**src/pwr_pkg.sv**
```systemverilog
// package: shared constants and types of the primality witness round
package pwr_pkg;

   localparam int NUM_WIDTH_DEFAULT = 32;
   localparam int FIELD_WIDTH = 32;

   typedef enum logic [1:0] {
      VERDICT_PASS      = 2'd0,
      VERDICT_COMPOSITE = 2'd1,
      VERDICT_INVALID   = 2'd2
   } verdict_type;

   typedef enum logic [2:0] {
      ST_IDLE,
      ST_GCD,
      ST_SQ,
      ST_MM,
      ST_EVAL,
      ST_DONE
   } state_type;

endpackage

```
**src/primality_witness_round.sv**
```systemverilog
// top level: one miller-rabin witness round over a shared modular adder
// sequence: invalid operands go straight to the response, otherwise binary gcd, then per
// exponent tried W squarings, one multiply per set exponent bit and one check (W = NUM_WIDTH)
// throughput: one transaction at a time, next request taken in the cycle after the response
// is accepted
// reset: synchronous, returns the sequencer to idle and drops the response valid
module primality_witness_round #(
   parameter int NUM_WIDTH = pwr_pkg::NUM_WIDTH_DEFAULT
) (
   input  logic                              clock,
   input  logic                              reset,
   input  logic                              req_valid,
   output logic                              req_ready,
   input  logic [pwr_pkg::FIELD_WIDTH-1:0]   req_candidate,
   input  logic [pwr_pkg::FIELD_WIDTH-1:0]   req_witness,
   output logic                              rsp_valid,
   input  logic                              rsp_ready,
   output logic [1:0]                        rsp_verdict
);

   localparam int W  = NUM_WIDTH;
   localparam int BW = $clog2(W);
   localparam int FW = pwr_pkg::FIELD_WIDTH;

   pwr_pkg::state_type state_ff, state_in;

   logic [W-1:0]  n_ff, n_in, a_ff, a_in, u_ff, u_in, v_ff, v_in;
   logic [W-1:0]  e_ff, e_in, r_ff, r_in, acc_ff, acc_in, mx_ff, mx_in, my_ff, my_in;
   logic [BW-1:0] ebit_ff, ebit_in, mbit_ff, mbit_in;
   logic          mphase_ff, mphase_in, pmul_ff, pmul_in;
   pwr_pkg::verdict_type verdict_ff, verdict_in;

   logic [W+FW-1:0] cand_ext, wit_ext;
   logic [W-1:0]    cand_w, wit_w;
   logic            invalid;

   // shared modular adder
   logic [W-1:0] add_q, add_room, add_res;
   logic         mm_last;

   assign cand_ext = {{W{1'b0}}, req_candidate};
   assign wit_ext  = {{W{1'b0}}, req_witness};
   assign cand_w   = cand_ext[W-1:0];
   assign wit_w    = wit_ext[W-1:0];
   assign invalid  = (cand_w < W'(3)) || (wit_w < W'(2)) || (wit_w >= cand_w);

   assign add_q    = mphase_ff ? mx_ff : acc_ff;
   assign add_room = n_ff - add_q;
   assign add_res  = (acc_ff >= add_room) ? (acc_ff - add_room) : (acc_ff + add_q);
   assign mm_last  = (mbit_ff == '0) && (mphase_ff || !my_ff[mbit_ff]);

   assign req_ready   = (state_ff == pwr_pkg::ST_IDLE);
   assign rsp_valid   = (state_ff == pwr_pkg::ST_DONE);
   assign rsp_verdict = verdict_ff;

   // next state
   always_comb begin
      state_in = state_ff;
      case (state_ff)
         pwr_pkg::ST_IDLE: begin
            if (req_valid) state_in = invalid ? pwr_pkg::ST_DONE : pwr_pkg::ST_GCD;
         end
         pwr_pkg::ST_GCD: begin
            if (u_ff == '0) state_in = (v_ff == W'(1)) ? pwr_pkg::ST_SQ : pwr_pkg::ST_DONE;
            else if (!u_ff[0] && !v_ff[0]) state_in = pwr_pkg::ST_DONE;
         end
         pwr_pkg::ST_SQ: state_in = pwr_pkg::ST_MM;
         pwr_pkg::ST_MM: begin
            if (mm_last && !(!pmul_ff && e_ff[ebit_ff])) begin
               state_in = (ebit_ff == '0) ? pwr_pkg::ST_EVAL : pwr_pkg::ST_SQ;
            end
         end
         pwr_pkg::ST_EVAL: begin
            if ((r_ff == n_ff - W'(1)) || (r_ff != W'(1)) || e_ff[0]) state_in = pwr_pkg::ST_DONE;
            else state_in = pwr_pkg::ST_SQ;
         end
         pwr_pkg::ST_DONE: begin
            if (rsp_ready) state_in = pwr_pkg::ST_IDLE;
         end
         default: state_in = pwr_pkg::ST_IDLE;
      endcase
   end

   // datapath
   always_comb begin
      n_in = n_ff; a_in = a_ff; u_in = u_ff; v_in = v_ff; e_in = e_ff; r_in = r_ff;
      acc_in = acc_ff; mx_in = mx_ff; my_in = my_ff; ebit_in = ebit_ff; mbit_in = mbit_ff;
      mphase_in = mphase_ff; pmul_in = pmul_ff; verdict_in = verdict_ff;
      case (state_ff)
         pwr_pkg::ST_IDLE: begin
            n_in = cand_w;
            a_in = wit_w;
            u_in = wit_w;
            v_in = cand_w;
            r_in = W'(1);
            ebit_in = BW'(W - 1);
            verdict_in = pwr_pkg::VERDICT_INVALID;
         end
         pwr_pkg::ST_GCD: begin
            e_in = n_ff - W'(1);
            if (u_ff == '0) begin
               verdict_in = pwr_pkg::VERDICT_COMPOSITE;
            end else if (!u_ff[0] && !v_ff[0]) begin
               verdict_in = pwr_pkg::VERDICT_COMPOSITE;
            end else if (!u_ff[0]) begin
               u_in = u_ff >> 1;
            end else if (!v_ff[0]) begin
               v_in = v_ff >> 1;
            end else if (u_ff >= v_ff) begin
               u_in = u_ff - v_ff;
            end else begin
               v_in = v_ff - u_ff;
            end
         end
         pwr_pkg::ST_SQ: begin
            acc_in = '0;
            mx_in = r_ff;
            my_in = r_ff;
            mbit_in = BW'(W - 1);
            mphase_in = 1'b0;
            pmul_in = 1'b0;
         end
         pwr_pkg::ST_MM: begin
            acc_in = add_res;
            if (!mphase_ff && my_ff[mbit_ff]) begin
               mphase_in = 1'b1;
            end else if (mbit_ff != '0) begin
               mbit_in = mbit_ff - BW'(1);
               mphase_in = 1'b0;
            end else begin
               r_in = add_res;
               mphase_in = 1'b0;
               if (!pmul_ff && e_ff[ebit_ff]) begin
                  acc_in = '0;
                  mx_in = add_res;
                  my_in = a_ff;
                  mbit_in = BW'(W - 1);
                  pmul_in = 1'b1;
               end else if (ebit_ff != '0) begin
                  ebit_in = ebit_ff - BW'(1);
               end
            end
         end
         pwr_pkg::ST_EVAL: begin
            if (r_ff == n_ff - W'(1)) begin
               verdict_in = pwr_pkg::VERDICT_PASS;
            end else if (r_ff != W'(1)) begin
               verdict_in = pwr_pkg::VERDICT_COMPOSITE;
            end else if (e_ff[0]) begin
               verdict_in = pwr_pkg::VERDICT_PASS;
            end else begin
               e_in = e_ff >> 1;
               r_in = W'(1);
               ebit_in = BW'(W - 1);
            end
         end
         default: ;
      endcase
   end

   always_ff @(posedge clock) begin
      if (reset) begin
         state_ff <= pwr_pkg::ST_IDLE;
      end else begin
         state_ff <= state_in;
      end
      n_ff <= n_in; a_ff <= a_in; u_ff <= u_in; v_ff <= v_in; e_ff <= e_in; r_ff <= r_in;
      acc_ff <= acc_in; mx_ff <= mx_in; my_ff <= my_in; ebit_ff <= ebit_in;
      mbit_ff <= mbit_in; mphase_ff <= mphase_in; pmul_ff <= pmul_in;
      verdict_ff <= verdict_in;
   end

endmodule
```
**config.mk**
```make
export PLATFORM = sky130hd
export DESIGN_NAME = primality_witness_round
export DESIGN_NICKNAME = d
export VERILOG_FILES = /design/src/pwr_pkg.sv /design/src/primality_witness_round.sv
export SDC_FILE = /design/constraint.sdc
export NUM_CORES = 1
export LEC_CHECK = 0
export BUFFER_PORTS_ARGS = -buffer_cell sky130_fd_sc_hd__buf_2
export CAP_MARGIN = 20
export CORE_MARGIN = 2
export CORE_UTILIZATION = 45
export DETAILED_ROUTE_END_ITERATION = 16
export MAX_ROUTING_LAYER = met4
export PLACE_DENSITY = 0.71
export SKIP_LAST_GASP = 1
export SYNTH_ARGS = -nofsm -noshare
export SYNTH_HDL_FRONTEND = slang
export SYNTH_SLANG_ARGS = --single-unit
export TNS_END_PERCENT = 50
```
**constraint.sdc**
```tcl
create_clock -name clock -period 17.2 [get_ports clock]
set_input_delay 3.44 -clock clock [delete_from_list [all_inputs] [get_ports clock]]
set_output_delay 3.44 -clock clock [all_outputs]
set_load 0.02 [all_outputs]
```
# Word level (Yosys, flattened, before mapping)
# Cells that the tools add are included.
# op_classes
reduce_logical,39
n_eq_ne,28
mux,74
n_lt_le_gt_ge,7
addsub,8
# ops
operator,count
$mux W32,29
$pmux W32 S2,6
$sub A32 B32 Y32,4
$ge A32 B32 Y1,3
$pmux W32 S3,1
$lt A32 B2 Y1 const B,2
$mux W5,10
$add A32 B32 Y32,1
$eq A32 B1 Y1 const B,1
$eq A32 B32 Y1,1
$logic_not A32 Y1,1
$ne A32 B1 Y1 const B,1
$sub A32 B1 Y32 const B,1
$mux W3,9
$ne A2 B2 Y1 const B,13
$pmux W3 S6,1
$reduce_and A4 Y1,4
$ne A3 B3 Y1 const B,5
$pmux W5 S3,1
$lt A5 B6 Y1 const B,2
$reduce_and A3 Y1,4
$bmux W1 S5,2
$logic_not A5 Y1,2
$mux W2,5
20 further kinds,47
# totals
wordCells,174
regBits,305
in_bits,68
output_inout_bits,4

# Logic depth before layout (Yosys ltp)
# logic_depth
ltp_word,8
ltp_mapped,30
ltp_nobuf,24

# Worst setup path before layout
# No wires, ideal clock.
# synth_path
kind,reg-to-reg
startpoint,register mphase_ff
endpoint,"register mx_ff[26], data pin"
period_less_slack_ns,6.494
path_stages_with_launch,31
path_slack_ns,10.706
arrival_ns,6.227
t_required_ns,16.933
path_buffers,6
setup_ns,0.267
cell_sequence,edfxtp_1 -> clkbuf_1 -> clkbuf_1 -> nand2_1 -> o21ai_0 -> ha_1 -> inv_1 -> fa_1 -> a21o_1 -> a21oi_1 -> o21bai_1 -> a2111o_1 -> a31oi_1 -> o21bai_1 -> a21oi_1 -> o21bai_1 -> xnor2_1 -> ha_1 -> clkbuf_1 -> o21ai_0 -> o21ai_0 -> a31oi_1 -> nor2_1 -> a21oi_1 -> a211o_1 -> clkbuf_1 -> a21o_1 -> clkbuf_1 -> buf_1 -> mux2i_1 -> o21ai_0
# synth_via
elab_chain_len,8
elab_cells_between_ends,10
classes_between,3 x add/sub; 1 x order compare; 6 x mux
# synth_lines
item,line,source
"start, declared",primality_witness_round.sv:30,"logic mphase_ff, mphase_in, pmul_ff, pmul_in;"
"start signal, assigned",primality_witness_round.sv:169,mbit_ff <= mbit_in; mphase_ff <= mphase_in; pmul_ff <= pmul_in;
$mux W32 *,primality_witness_round.sv:47,assign add_q = mphase_ff ? mx_ff : acc_ff;
$sub A32 B32 Y32,primality_witness_round.sv:48,assign add_room = n_ff - add_q;
$sub A32 B32 Y32 / $ge A32 B32 Y1 (equally long branches),primality_witness_round.sv:49,assign add_res = (acc_ff >= add_room) ? (acc_ff - add_room) : (acc_ff + add_q);
$mux W32 *,primality_witness_round.sv:49,
$mux W32 *,primality_witness_round.sv:133,if (!pmul_ff && e_ff[ebit_ff]) begin
$mux W32 *,primality_witness_round.sv:127,end else if (mbit_ff != '0) begin
$mux W32 *,primality_witness_round.sv:125,if (!mphase_ff && my_ff[mbit_ff]) begin
$pmux W32 S2 *,primality_witness_round.sv:89,case (state_ff)
net mx_in[26],primality_witness_round.sv:28,"logic [W-1:0] e_ff, e_in, r_ff, r_in, acc_ff, acc_in, mx_ff, mx_in, my_ff, my_in;"
"end signal, assigned",primality_witness_round.sv:168,acc_ff <= acc_in; mx_ff <= mx_in; my_ff <= my_in; ebit_ff <= ebit_in;
"end, declared",primality_witness_round.sv:28,
# The timed path passes the listed nets; every way through them passes the cells marked *. The select of a mux whose other input is x is not followed.
# A chain may end at the register's enable or synchronous reset.

# Worst setup path after layout
# layout_path
startpoint,register mphase_ff
endpoint,"register mx_ff[10], data pin"
# The elaborated chain is that of the path after synthesis.

==> results by group <==
Finish
  – Area delta synth->final: 8.86%
  – Multi-input gate area: 14400 um^2
  – Final Instance Count excl. Fillers: 3463
  – Fin nets: roughly 3000
  – Register area: just over 9000 um^2
  – Fraction of layout cells with a size suffix above 1: 0.0793
  – Fillcell total: ~5100
  – Final instance area: 26900 um^2

Floorplanning
  – # rows: between 80 and 90
  – Die Area: approximately 57000 um^2
  – Width of the die: around 240 um
  – Chip height: about 240 um
  – Total core area: 54000 um^2
  – Number of I/O pins: between 70 and 80
  – Initial Utilization: 0.457

Detailed routing
  – Routed WL per cell: approximately 26 um
  – Drt initial violations: 2112
  – DR pass1 iterations: 6
  – DR vias: between 20000 and 25000
  – Total wire length: 89200 um
  – Vias/cell: 6.42
  – DRC: 0
  – Routed Antenna Nets: 0

Worst setup path
  – CP max stage cell: a21boi_0
  – Crit path largest cell delay: 0.57 ns
  – Crit path required time: between 15 and 20 ns
  – Setup crit end kind: register
  – Setup CP Type: reg -> reg
  – CP max FO: 28
  – CP most frequent cell: o21ai_0
  – CP cell instances: inv_1 -> a21boi_0 -> ha_1 -> nor2b_1 -> o21ai_0 -> a21boi_0 -> o311ai_0 -> buf_4 -> o221a_2 -> o21bai_1 -> a2111oi_0 -> or3_1 -> xor2_1 -> ha_1 -> a41oi_1 -> o21ai_0 -> a31oi_1 -> nor2_1 -> a21oi_1 -> a211o_1 -> a21o_1 -> buf_4 -> mux2i_1 -> o21ai_0
  – Critical path launch point type: register
  – Family with the most delay on the worst path: compound AO/OA/AOI/OAI gates
  – WP buf/inv: 3
  – Critical path arrival: slightly below 7 ns

Global route
  – Largest net degree at the start of global routing: 119
  – GRT Overall Usage: 0.318
  – Grt total ovfl: 0
  – First-pass GRT wire length: around 130000 um
  – Vias in the first global route: around 21000
  – Initial antenna violation count: 3

Timing
  – Rel. slew slack: 0.267
  – Final Hold Fails: 0
  – Setup violators final: 0
  – Final min period: 6.61 ns
  – Final Max Slew Viols: 0
  – Setup_tns: 0 ns
  – Clock skew: roughly 0.014 ns
  – Fmax achieved: approximately 0.15 GHz
  – Worst-margin pin slew: 1.10 ns
  – Tcrit/Tclk final: 0.384
  – RSZ-0062 raised after global routing: false

CTS
  – Hold_buf cts: 0
  – Post-CTS setup buffers: 0
  – Clk_lat worst skew: between 0.5 and 0.6 ns
  – Htree depth: 2
  – Worst-path clk slew: about 0.060 ns
  – CTS sink cnt: ~310
  – Post-CTS sizing: 0
  – CTS Buf Count: 35
  – Clk buf depth: 3
  – CTS tree: yes
  – Clk root buf: clkbuf_16

Place
  – IO buf count: 71
  – Placed cells: ~3400
  – Post-DP HPWL: 70600 um
  – Post-DP Area: approximately 26000 um^2
  – GP Congestion: 1.01

Flow run
  – Max_cap viols: 0

Synth
  – Fraction of registers with async set/reset: 0
  – Simple logic cell fraction of the synthesized area: 0.165
  – Post-synth top area share: 0.367
  – Synthesized cell area: between 20000 and 25000 um^2
  – Yosys top cell by area: edfxtp_1
  – Average cell area after synthesis: 9.10 um^2
  – Post-Synth Adder-Cell Area: 0.102
  – Yosys reg bits: between 300 and 400
  – Seq/Total Area, Yosys: 0.369
  – Unique masters post-synth: between 80 and 90
  – Syn_nets: a little under 3000
  – XOR/XNOR Fraction of Synth Area: 0.0633
  – Post-synthesis mux area share: 0.0452
  – Post-synthesis compound-gate area fraction: 0.204
  – Main synth FF type: edfxtp_1
  – Synth Instances: around 2700
  – Area contributors post-synth: edfxtp_1 (37%), ha_1 (9.8%), a21oi_1 (4.9%)
  – Post-synth EDFFs: ~300
  – Main combinational cell family by area after synthesis: compound AO/OA/AOI/OAI gates
  – Syn. warnings: 0

Run status
  – Status: completed

Pwr
  – Leakage: between 0.01 and 0.015 uW
  – Pwr dens: between 150 and 200 nW/um^2
  – Max rail drop VDD: 153 uV

Min path
  – Hold Crit Class: reg -> reg
worst paths after layout:
kind	startpoint	end	slack, ns	cells past startpoint
worst max-delay path	mphase_ff	mx_ff[10]	10.59	24
worst min-delay path	a_ff[31]	my_ff[31]	0.51	2
worst max register to register	mphase_ff	mx_ff[10]	10.59	24
worst min register to register	a_ff[31]	my_ff[31]	0.51	2
cells by family (layout without fill, tap and decap cells):
kind of cell,count (synthesis),in the layout
simple gates,850,850
compound gates,777,777
buf+inv,325,372
flops,305,305
fa+ha+maj,199,199
xor+xnor,174,174
mux,86,86
other cells,0,4
cell usage in the layout (no fill, tap or decap), drive strengths merged, types with 61 or more instances in the layout:
master and n:
nand2 253, buf 105, mux2i 61, xnor2 119, ha 194, nor2 214, inv 207, nor3 93
edfxtp 302, a21oi 242, a21o 77, o21ai 159
per-layer routing:
metal	vias to the layer above	share of wire	wire [um]	track usage
li1	10200	-	-	-
met1	10800	0.39	35000	0.384
met2	999	0.47	42300	0.519
met3	237	0.071	6360	0.0415
met4	0	0.062	5580	0.176
met5	-	0	0	-
state kept, by name, indices dropped and copies added, names as in the netlist:
name         cells
rsp_verdict      2
mbit_ff          5
e_ff            32
ebit_ff          5
my_ff           32
acc_ff          32
state_ff         3
pmul_ff          1
n_ff            32
r_ff            32
u_ff            32
a_ff            32
v_ff            32
mphase_ff        1
mx_ff           32
Yosys cell counts, types with 11 or more instances:
master	number
mux2i_1	61
o2111ai_1	11
mux4_2	20
nand4_1	40
a21o_1	77
edfxtp_1	302
o21bai_1	31
nor4_1	58
clkbuf_1	108
a211oi_1	25
nor3_1	92
nand2b_1	16
xor2_1	52
a31oi_1	24
nor2b_1	25
xnor2_1	119
o211ai_1	14
o31ai_1	20
a211o_1	12
inv_1	203
a21boi_0	11
and3_1	17
o21ai_0	158
a311oi_1	14
a221oi_1	33
or3_1	25
nor2_1	214
nand3_1	53
nand2_1	253
o21a_1	22
a21oi_1	240
ha_1	194
stage by stage:
stage | utilization | setup slack (ns) | total power, uW | hold WS [ns]
after floorplan | - | 10.71 | 3250 | 0.484
after global placement | 0.476 | 10.81 | 4190 | 0.495
after detailed placement | 0.476 | 10.57 | 4200 | 0.497
after CTS | 0.497 | 10.55 | 4950 | 0.513
after global routing | 0.498 | 9.76 | 5290 | 0.528
final | 0.498 | 10.59 | 5020 | 0.514
where the power goes:
group / switching, uW / internal (uW) / leakage [uW]
Clock: 317 / 422 / 0.000533
Sequential: 233 / 1090 / 0.00287
Combinational: 1930 / 1020 / 0.00735
Total: 2480 / 2540 / 0.0108
tightest hold or removal path: cells and delay by family, from the launching register on:
kind,cells,cell delay (ns)
flip-flops,1,0.32
AND/OR/NAND/NOR,2,0.09
cell type report:
| cell class | count | area share |
|---|---|---|
| multi-input combinational | 2086 | 0.534 |
| sequential | 305 | 0.339 |
| clock buffer | 42 | 0.0335 |
| tap | 696 | 0.0324 |
| inverter | 205 | 0.0286 |
| timing repair buffer | 105 | 0.0242 |
| clock inverter | 20 | 0.00712 |
| antenna | 4 | 0.000372 |
Note: power is estimated with default switching activity, not from simulation.
